### config.mk
export PLATFORM = sky130hd
export DESIGN_NAME = quic_connection_id_extractor_flat
export DESIGN_NICKNAME = d
export VERILOG_FILES = /design/src/hw/rtl/qcid_pkg.sv /design/src/hw/rtl/qcid_if.sv /design/src/hw/rtl/quic_connection_id_extractor.sv /design/src/flat_wrapper.sv
export SDC_FILE = /design/constraint.sdc
export NUM_CORES = 1
export LEC_CHECK = 0
export ABC_AREA = 1
export BUFFER_PORTS_ARGS = -buffer_cell sky130_fd_sc_hd__clkbuf_2
export CAP_MARGIN = 0
export CORE_MARGIN = 4
export CORE_UTILIZATION = 51
export CTS_BUF_LIST = sky130_fd_sc_hd__clkbuf_16
export CTS_CLUSTER_SIZE = 10
export DETAILED_ROUTE_END_ITERATION = 8
export PLACE_DENSITY = 0.69
export SKIP_LAST_GASP = 1
export SYNTH_ARGS = -nofsm -noshare
export SYNTH_HDL_FRONTEND = slang
export SYNTH_SLANG_ARGS = --single-unit
### constraint.sdc
create_clock -name clk -period 5.75 [get_ports clk]
set_input_delay 0.575 -clock clk [delete_from_list [all_inputs] [get_ports clk]]
set_output_delay 0.575 -clock clk [all_outputs]
set_load 0.01 [all_outputs]
### src/hw/rtl/qcid_pkg.sv
package qcid_pkg;

	localparam int BYTE_W    = 8;
	localparam int VERDICT_W = 2;
	localparam int IDX_W     = 5;
	localparam int BACKEND_W = 16;
	localparam int POS_W     = 7;

	localparam logic [VERDICT_W-1:0] VERDICT_NO_ID = 2'd0;
	localparam logic [VERDICT_W-1:0] VERDICT_ID    = 2'd1;
	localparam logic [VERDICT_W-1:0] VERDICT_SHORT = 2'd2;

	localparam logic [POS_W-1:0] OFS_ETH_HI = 7'd12;
	localparam logic [POS_W-1:0] OFS_ETH_LO = 7'd13;
	localparam logic [POS_W-1:0] OFS_PROTO  = 7'd23;
	localparam logic [POS_W-1:0] OFS_FLAGS  = 7'd42;
	localparam logic [POS_W-1:0] OFS_LEN    = 7'd47;
	localparam logic [POS_W-1:0] OFS_ID     = 7'd48;
	localparam logic [POS_W-1:0] POS_MAX    = 7'd127;

	localparam logic [BYTE_W-1:0] FLAG_MASK     = 8'hC0;
	localparam logic [BYTE_W-1:0] ETH_IPV4_HI   = 8'h08;
	localparam logic [BYTE_W-1:0] ETH_IPV4_LO   = 8'h00;
	localparam logic [BYTE_W-1:0] PROTO_UDP     = 8'd17;
	localparam logic [BYTE_W:0]   MIN_FRAME     = 9'd14;

	localparam logic [BACKEND_W-1:0] BACKEND_RESET = 16'd1;

endpackage

### src/hw/rtl/qcid_if.sv
interface qcid_frame_if;
	logic                         valid;
	logic                         ready;
	logic [qcid_pkg::BYTE_W-1:0]  frame_byte;
	logic                         frame_last;

	modport source (output valid, output frame_byte, output frame_last, input ready);
	modport sink   (input valid, input frame_byte, input frame_last, output ready);
endinterface

interface qcid_result_if;
	logic                            valid;
	logic                            ready;
	logic [qcid_pkg::VERDICT_W-1:0]  verdict;
	logic [qcid_pkg::BYTE_W-1:0]     id_byte;
	logic [qcid_pkg::IDX_W-1:0]      id_index;
	logic [qcid_pkg::IDX_W-1:0]      id_length;
	logic [qcid_pkg::BACKEND_W-1:0]  backend;
	logic                            result_last;

	modport source (output valid, output verdict, output id_byte, output id_index,
		output id_length, output backend, output result_last, input ready);
	modport sink   (input valid, input verdict, input id_byte, input id_index,
		input id_length, input backend, input result_last, output ready);
endinterface

### src/hw/rtl/quic_connection_id_extractor.sv
// QUIC long-header destination connection ID extractor.
// frame: one Ethernet frame byte per word, frame_last on the final byte.
// result: one word per connection ID byte (verdict 1), or a single word with
//   verdict 0 (not QUIC / bad or truncated ID) or 2 (frame under 14 bytes).
//   result_last marks the final word of each frame.
// cfg_wr_en / cfg_wr_data: backend number, written while idle.
// Result path: last byte -> input register -> emitter job -> output register;
//   further ID words leave the output register one per cycle while ready.
// Throughput: one frame byte per cycle. Bytes are buffered in an input
//   register; the ID emitter drains one word a cycle. While a previous frame's
//   ID words are still draining, the input register holds a byte that ends a
//   frame or is at or past the ID offset, and frame.ready drops until the emitter
//   sends its final word; the held byte advances in that same cycle.
// Reset: all frame state clears, backend number returns to 1, no results pend.
// Receiver stall: result words hold in the output register; the emitter and,
//   through it, the frame input back up as described above.
module quic_connection_id_extractor #(
	parameter int MAX_ID_BYTES = 20
) (
	input  logic                            clk,
	input  logic                            arst_n,
	qcid_frame_if.sink                      frame,
	qcid_result_if.source                   result,
	input  logic                            cfg_wr_en,
	input  logic [qcid_pkg::BACKEND_W-1:0]  cfg_wr_data
);
	import qcid_pkg::*;

	localparam int IW = (MAX_ID_BYTES > 1) ? $clog2(MAX_ID_BYTES) : 1;
	localparam int LW = $clog2(MAX_ID_BYTES + 1);
	localparam int CW = LW + 1;

	logic                  valid_s1;
	logic [BYTE_W-1:0]     byte_s1;
	logic                  last_s1;
	logic                  adv_s1;

	logic [POS_W-1:0]      pos_q;
	logic                  hdr_ok_q;
	logic [BYTE_W-1:0]     eth_hi_q;
	logic [BYTE_W-1:0]     dlen_q;

	logic                  hdr_ok_nx;
	logic [BYTE_W-1:0]     eth_hi_nx;
	logic [BYTE_W-1:0]     dlen_nx;
	logic [POS_W-1:0]      store_ofs;
	logic                  store_wr;
	logic [BYTE_W:0]       total;
	logic [BYTE_W:0]       need;
	logic [VERDICT_W-1:0]  verdict_nx;

	logic [BYTE_W-1:0]     id_store_q [MAX_ID_BYTES];

	logic [BACKEND_W-1:0]  backend_q;

	logic                  busy_q;
	logic [VERDICT_W-1:0]  job_verdict_q;
	logic [LW-1:0]         job_len_q;
	logic [IW-1:0]         idx_q;
	logic                  emit;
	logic                  emit_last;

	logic                  out_valid_q;
	logic [VERDICT_W-1:0]  out_verdict_q;
	logic [BYTE_W-1:0]     out_byte_q;
	logic [IDX_W-1:0]      out_index_q;
	logic [IDX_W-1:0]      out_length_q;
	logic [BACKEND_W-1:0]  out_backend_q;
	logic                  out_last_q;

	assign adv_s1 = valid_s1 &&
		!(busy_q && !(emit && emit_last) && (last_s1 || pos_q >= OFS_ID));
	assign frame.ready = !valid_s1 || adv_s1;

	always_ff @(posedge clk or negedge arst_n) begin
		if (!arst_n) begin
			valid_s1 <= 1'b0;
		end else if (frame.ready) begin
			valid_s1 <= frame.valid;
		end
	end

	always_ff @(posedge clk) begin
		if (frame.ready && frame.valid) begin
			byte_s1 <= frame.frame_byte;
			last_s1 <= frame.frame_last;
		end
	end

	always_comb begin
		hdr_ok_nx = hdr_ok_q;
		eth_hi_nx = eth_hi_q;
		dlen_nx   = dlen_q;
		store_ofs = pos_q - OFS_ID;
		store_wr  = 1'b0;
		if (pos_q == OFS_ETH_HI) begin
			eth_hi_nx = byte_s1;
		end else if (pos_q == OFS_ETH_LO) begin
			if (eth_hi_q != ETH_IPV4_HI || byte_s1 != ETH_IPV4_LO) begin
				hdr_ok_nx = 1'b0;
			end
		end else if (pos_q == OFS_PROTO) begin
			if (byte_s1 != PROTO_UDP) begin
				hdr_ok_nx = 1'b0;
			end
		end else if (pos_q == OFS_FLAGS) begin
			if ((byte_s1 & FLAG_MASK) != FLAG_MASK) begin
				hdr_ok_nx = 1'b0;
			end
		end else if (pos_q == OFS_LEN) begin
			dlen_nx = byte_s1;
		end else if (pos_q >= OFS_ID && store_ofs < POS_W'(MAX_ID_BYTES)) begin
			store_wr = 1'b1;
		end

		total = {2'b00, pos_q} + 9'd1;
		need  = {2'b00, OFS_ID} + {1'b0, dlen_nx};
		if (total < MIN_FRAME) begin
			verdict_nx = VERDICT_SHORT;
		end else if (hdr_ok_nx && total > {2'b00, OFS_LEN} && dlen_nx != '0 &&
				{1'b0, dlen_nx} <= 9'(MAX_ID_BYTES) && total >= need) begin
			verdict_nx = VERDICT_ID;
		end else begin
			verdict_nx = VERDICT_NO_ID;
		end
	end

	always_ff @(posedge clk or negedge arst_n) begin
		if (!arst_n) begin
			pos_q    <= '0;
			hdr_ok_q <= 1'b1;
			eth_hi_q <= '0;
			dlen_q   <= '0;
		end else if (adv_s1) begin
			if (last_s1) begin
				pos_q    <= '0;
				hdr_ok_q <= 1'b1;
				eth_hi_q <= '0;
				dlen_q   <= '0;
			end else begin
				if (pos_q != POS_MAX) begin
					pos_q <= pos_q + 7'd1;
				end
				hdr_ok_q <= hdr_ok_nx;
				eth_hi_q <= eth_hi_nx;
				dlen_q   <= dlen_nx;
			end
		end
	end

	always_ff @(posedge clk) begin
		if (adv_s1 && store_wr) begin
			id_store_q[store_ofs[IW-1:0]] <= byte_s1;
		end
	end

	always_ff @(posedge clk or negedge arst_n) begin
		if (!arst_n) begin
			backend_q <= BACKEND_RESET;
		end else if (cfg_wr_en) begin
			backend_q <= cfg_wr_data;
		end
	end

	assign emit      = busy_q && (!out_valid_q || result.ready);
	assign emit_last = (job_verdict_q != VERDICT_ID) ||
		(CW'(idx_q) + CW'(1) == CW'(job_len_q));

	always_ff @(posedge clk or negedge arst_n) begin
		if (!arst_n) begin
			busy_q <= 1'b0;
		end else if (adv_s1 && last_s1) begin
			busy_q <= 1'b1;
		end else if (emit && emit_last) begin
			busy_q <= 1'b0;
		end
	end

	always_ff @(posedge clk) begin
		if (adv_s1 && last_s1) begin
			job_verdict_q <= verdict_nx;
			job_len_q     <= dlen_nx[LW-1:0];
			idx_q         <= '0;
		end else if (emit && !emit_last) begin
			idx_q <= idx_q + IW'(1);
		end
	end

	always_ff @(posedge clk or negedge arst_n) begin
		if (!arst_n) begin
			out_valid_q <= 1'b0;
		end else if (emit) begin
			out_valid_q <= 1'b1;
		end else if (result.ready) begin
			out_valid_q <= 1'b0;
		end
	end

	always_ff @(posedge clk) begin
		if (emit) begin
			out_verdict_q <= job_verdict_q;
			out_last_q    <= emit_last;
			if (job_verdict_q == VERDICT_ID) begin
				out_byte_q    <= id_store_q[idx_q];
				out_index_q   <= IDX_W'(idx_q);
				out_length_q  <= IDX_W'(job_len_q);
				out_backend_q <= backend_q;
			end else begin
				out_byte_q    <= '0;
				out_index_q   <= '0;
				out_length_q  <= '0;
				out_backend_q <= '0;
			end
		end
	end

	assign result.valid       = out_valid_q;
	assign result.verdict     = out_verdict_q;
	assign result.id_byte     = out_byte_q;
	assign result.id_index    = out_index_q;
	assign result.id_length   = out_length_q;
	assign result.backend     = out_backend_q;
	assign result.result_last = out_last_q;

endmodule

### src/flat_wrapper.sv
// flat-port wrapper written by rule: the top's interface ports become plain ports
module quic_connection_id_extractor_flat import qcid_pkg::*;
#(
	parameter int MAX_ID_BYTES = 20
)
  (clk, arst_n, cfg_wr_en, cfg_wr_data, frame_valid, frame_frame_byte, frame_frame_last, frame_ready, result_valid, result_verdict, result_id_byte, result_id_index, result_id_length, result_backend, result_result_last, result_ready);
  qcid_frame_if frame_i ();
  qcid_result_if result_i ();
  input  logic clk;
  input  logic arst_n;
  input  logic cfg_wr_en;
  input  logic [qcid_pkg::BACKEND_W-1:0] cfg_wr_data;
  input wire logic [$bits(frame_i.valid)-1:0] frame_valid;
  input wire logic [$bits(frame_i.frame_byte)-1:0] frame_frame_byte;
  input wire logic [$bits(frame_i.frame_last)-1:0] frame_frame_last;
  output wire logic [$bits(frame_i.ready)-1:0] frame_ready;
  output wire logic [$bits(result_i.valid)-1:0] result_valid;
  output wire logic [$bits(result_i.verdict)-1:0] result_verdict;
  output wire logic [$bits(result_i.id_byte)-1:0] result_id_byte;
  output wire logic [$bits(result_i.id_index)-1:0] result_id_index;
  output wire logic [$bits(result_i.id_length)-1:0] result_id_length;
  output wire logic [$bits(result_i.backend)-1:0] result_backend;
  output wire logic [$bits(result_i.result_last)-1:0] result_result_last;
  input wire logic [$bits(result_i.ready)-1:0] result_ready;
  assign frame_i.valid = frame_valid;
  assign frame_i.frame_byte = frame_frame_byte;
  assign frame_i.frame_last = frame_frame_last;
  assign frame_ready = frame_i.ready;
  assign result_valid = result_i.valid;
  assign result_verdict = result_i.verdict;
  assign result_id_byte = result_i.id_byte;
  assign result_id_index = result_i.id_index;
  assign result_id_length = result_i.id_length;
  assign result_backend = result_i.backend;
  assign result_result_last = result_i.result_last;
  assign result_i.ready = result_ready;
  quic_connection_id_extractor #(.MAX_ID_BYTES(MAX_ID_BYTES)) u_core (.clk(clk), .arst_n(arst_n), .frame(frame_i), .result(result_i), .cfg_wr_en(cfg_wr_en), .cfg_wr_data(cfg_wr_data));
endmodule
==> results.cfg <==
[floorplan]
dieWidth_um = 157
die_area_sq_um = 24700
rows = 54
io_pins = 69
core_sq_um = 21800
die_h_um = 157
initial_core_util = 0.519

[run_status]
status = complete, no violations

[global_routing]
grt.total_usage = 0.213
antenna_found_initial = 0
overflow = 0
grt_max_degree = 76
grt_pass1_vias = 7577
grt_pass1_wl_um = 41000

[clocking]
cts.htree.levels = 1
cts_buffer_depth = 3
cts_tree = built
post_cts_resized = 0
post_cts_buffers = 0
worstSkewPairLatency_ps = 560
clk_pin_slew_ps = 60
clock_sinks = 261
cts-root-buf = clkbuf_16
cts_hold_buf = 0
cts_buffers = 30

[place]
dpl.hpwl_um = 16800
portBuffers = 68
dpl.cell_count = 1362
place.gp.congestion = 0.882
dpl_cell_area_sq_um = 11900

[drt]
post_drt_wl_per_cell_um = 18.3
m1WireLength_um = 10700
route.met2.wl_um = 12400
ant_nets = 0
top_layer_used = met4
wl_um = 25900
vias = 7738
drt_iter0_drc = 721
wl_met3_um = 2060
drc = 0
firstDrtPassIters = 5
vias_per_cell = 5.46

[power_and_ir_drop]
pwr_density_cell_nw_per_um2 = 310
ir_drop_mv = 0.245
p_leak_nw = 5.37
total_power_mw = 3.97

[synth]
synth_nets = 1096
yosysWarnings = 0
ys_ff_latch = 261
postSynthAreaPerCell_sq_um = 10.8
yosysUniqueCellTypes = 37
synthesis.area_sq_um = 11300
syn_inst = 1046
yosysSeqAreaShare = 0.669

[timing]
holdWs_ps = 89.8
slew_headroom = 0.274
clock.fmax_mhz = 266
skew_ps = 20.8
fin_crit_ps = 3760
setup_tns_ps = 0
fin_crit_sh = 0.654
rsz0062_at_grt = false
finalSetupViolCount = 0
tightest_slew_ps = 1090
hold_violations = 0
finalMaxSlewViolations = 0

[setup_path]
worst_ep_arrival_time_ps = 3950
crit_path_end_kind = register
critPathRequiredTime_ps = 5940
criticalPathCategory = register to register
crit_path_start_kind = register
crit_fanout = 42

[final_layout]
fillerInstances = 1872
antenna_cells = 0
final_nets = 1164
stdcell_area_sq_um = 12800
syn_to_final_growth_pct = 13.1
drive_above_1_share = 0.125
stdcell_count = 1418

[job]
max_cap_violations = 0

[hold_path]
hold_path_class = input pin to asynchronous set/reset pin
cells by family after synthesis:
logic type,count (synthesis),synth area share
buf+inv,143,0.0515
compound gates,183,0.0901
simple gates,436,0.165
flops,261,0.669
fa+ha+maj,20,0.0221
xor+xnor,3,0.00232
stage by stage:
step           utilization  setup WS (ps)
2_1_floorplan            -           2180
3_3_place_gp         0.546           2110
3_5_place_dp         0.546           1990
4_1_cts              0.587           1990
5_1_grt              0.587           1550
6_report             0.587           1990
where the power goes:
part           internal [mW]  total, mW  switching [mW]
sequential              2.09       2.13          0.0316
combinational         0.0513      0.173           0.122
clock                  0.965       1.67           0.703
total                   3.11       3.97           0.857
synth_stat cells, drive strengths merged:
master	n	area (sq um)
edfxtp	213	6400
nand2	203	777
nor2	153	589
o21ai	110	558
inv	93	349
dfrtp	41	1030
nand3	39	208
o22ai	32	200
nand4	29	206
clkbuf	28	105
a21oi	23	119
ha	20	250
buf	19	118
o211ai	9	67.6
o221ai	8	70.1
dfxtp	5	100
nor3	5	25.0
clkinv	3	11.3
nand3b	3	22.5
xor2	3	26.3
dfstp	2	52.6
a31oi	1	6.26
and2	1	6.26
nor4	1	6.26
nor4b	1	23.8
or2	1	6.26
critical path, cell delays in order, from the launching register on:
cell and delay, ps:
dfxtp_2 730, buf_4 450, ha_1 270, inv_1 50, nand2_1 70, nand2_1 70, nand2_1 60, nand2_1 50
nor2_1 100, nand3_1 100, nand2_1 110, nand2_2 90, nand3_4 220, nand4_2 340, nor2_1 650
flip-flops by register name (all words and copies together), names as in the netlist, 2 cells and up:
name,cells
u_core.backend_q,16
u_core.byte_s1,8
u_core.dlen_q,8
u_core.eth_hi_q,8
u_core.id_store_q,160
u_core.idx_q,5
u_core.job_len_q,5
u_core.job_verdict_q,2
u_core.pos_q,7
u_core.result.backend,16
u_core.result.id_byte,8
u_core.result.id_index,5
u_core.result.id_length,5
u_core.result.verdict,2
cell type report:
type / count / area (sq um) / area share
sequential: 261 / 7580 / 0.591
inverter: 96 / 360 / 0.0281
tap: 280 / 350 / 0.0273
clock buffer: 31 / 776 / 0.0605
multi-input combinational: 642 / 3180 / 0.248
timing repair buffer: 83 / 453 / 0.0353
clock inverter: 25 / 120 / 0.00937
cell usage in the layout, fill, tap and decap left out, drive strengths merged, types with 6 or more instances in the layout:
cell type / n
a21oi: 23
inv: 115
o22ai: 32
nand4: 29
nand2: 203
clkinv: 6
nor2: 153
edfxtp: 213
nand3: 39
dfrtp: 41
buf: 15
o21ai: 110
o221ai: 8
clkbuf: 99
ha: 20
o211ai: 9
final timing paths:
check,startpoint,end,slack [ps],cells after the start
setup / recovery,u_core.idx_q[0]$_SDFFE_PP0P_,u_core.id_store_q[17][5]$_DFFE_PP_,1990,14
hold / removal,arst_n,u_core.backend_q[6]$_DFFE_PN0P_,90,2
setup reg to reg,u_core.idx_q[0]$_SDFFE_PP0P_,u_core.id_store_q[17][5]$_DFFE_PP_,1990,14
hold reg to reg,u_core.job_verdict_q[0]$_SDFFCE_PN0P_,u_core.result.verdict[0]$_DFFE_PP_,450,0
max in group asynchronous,arst_n,u_core.pos_q[5]$_DFFE_PN0P_,5230,2
min in group clk,frame_frame_byte[1],u_core.byte_s1[1]$_DFFE_PP_,200,1
routing by layer:
layer  up-vias  global-route usage
met3        60              0.0412
met4         0              0.0655
met1      3601               0.295
li1       3758                   -
met2       319               0.346
met5         -                   0
Note: power is estimated with default switching activity, not from simulation.
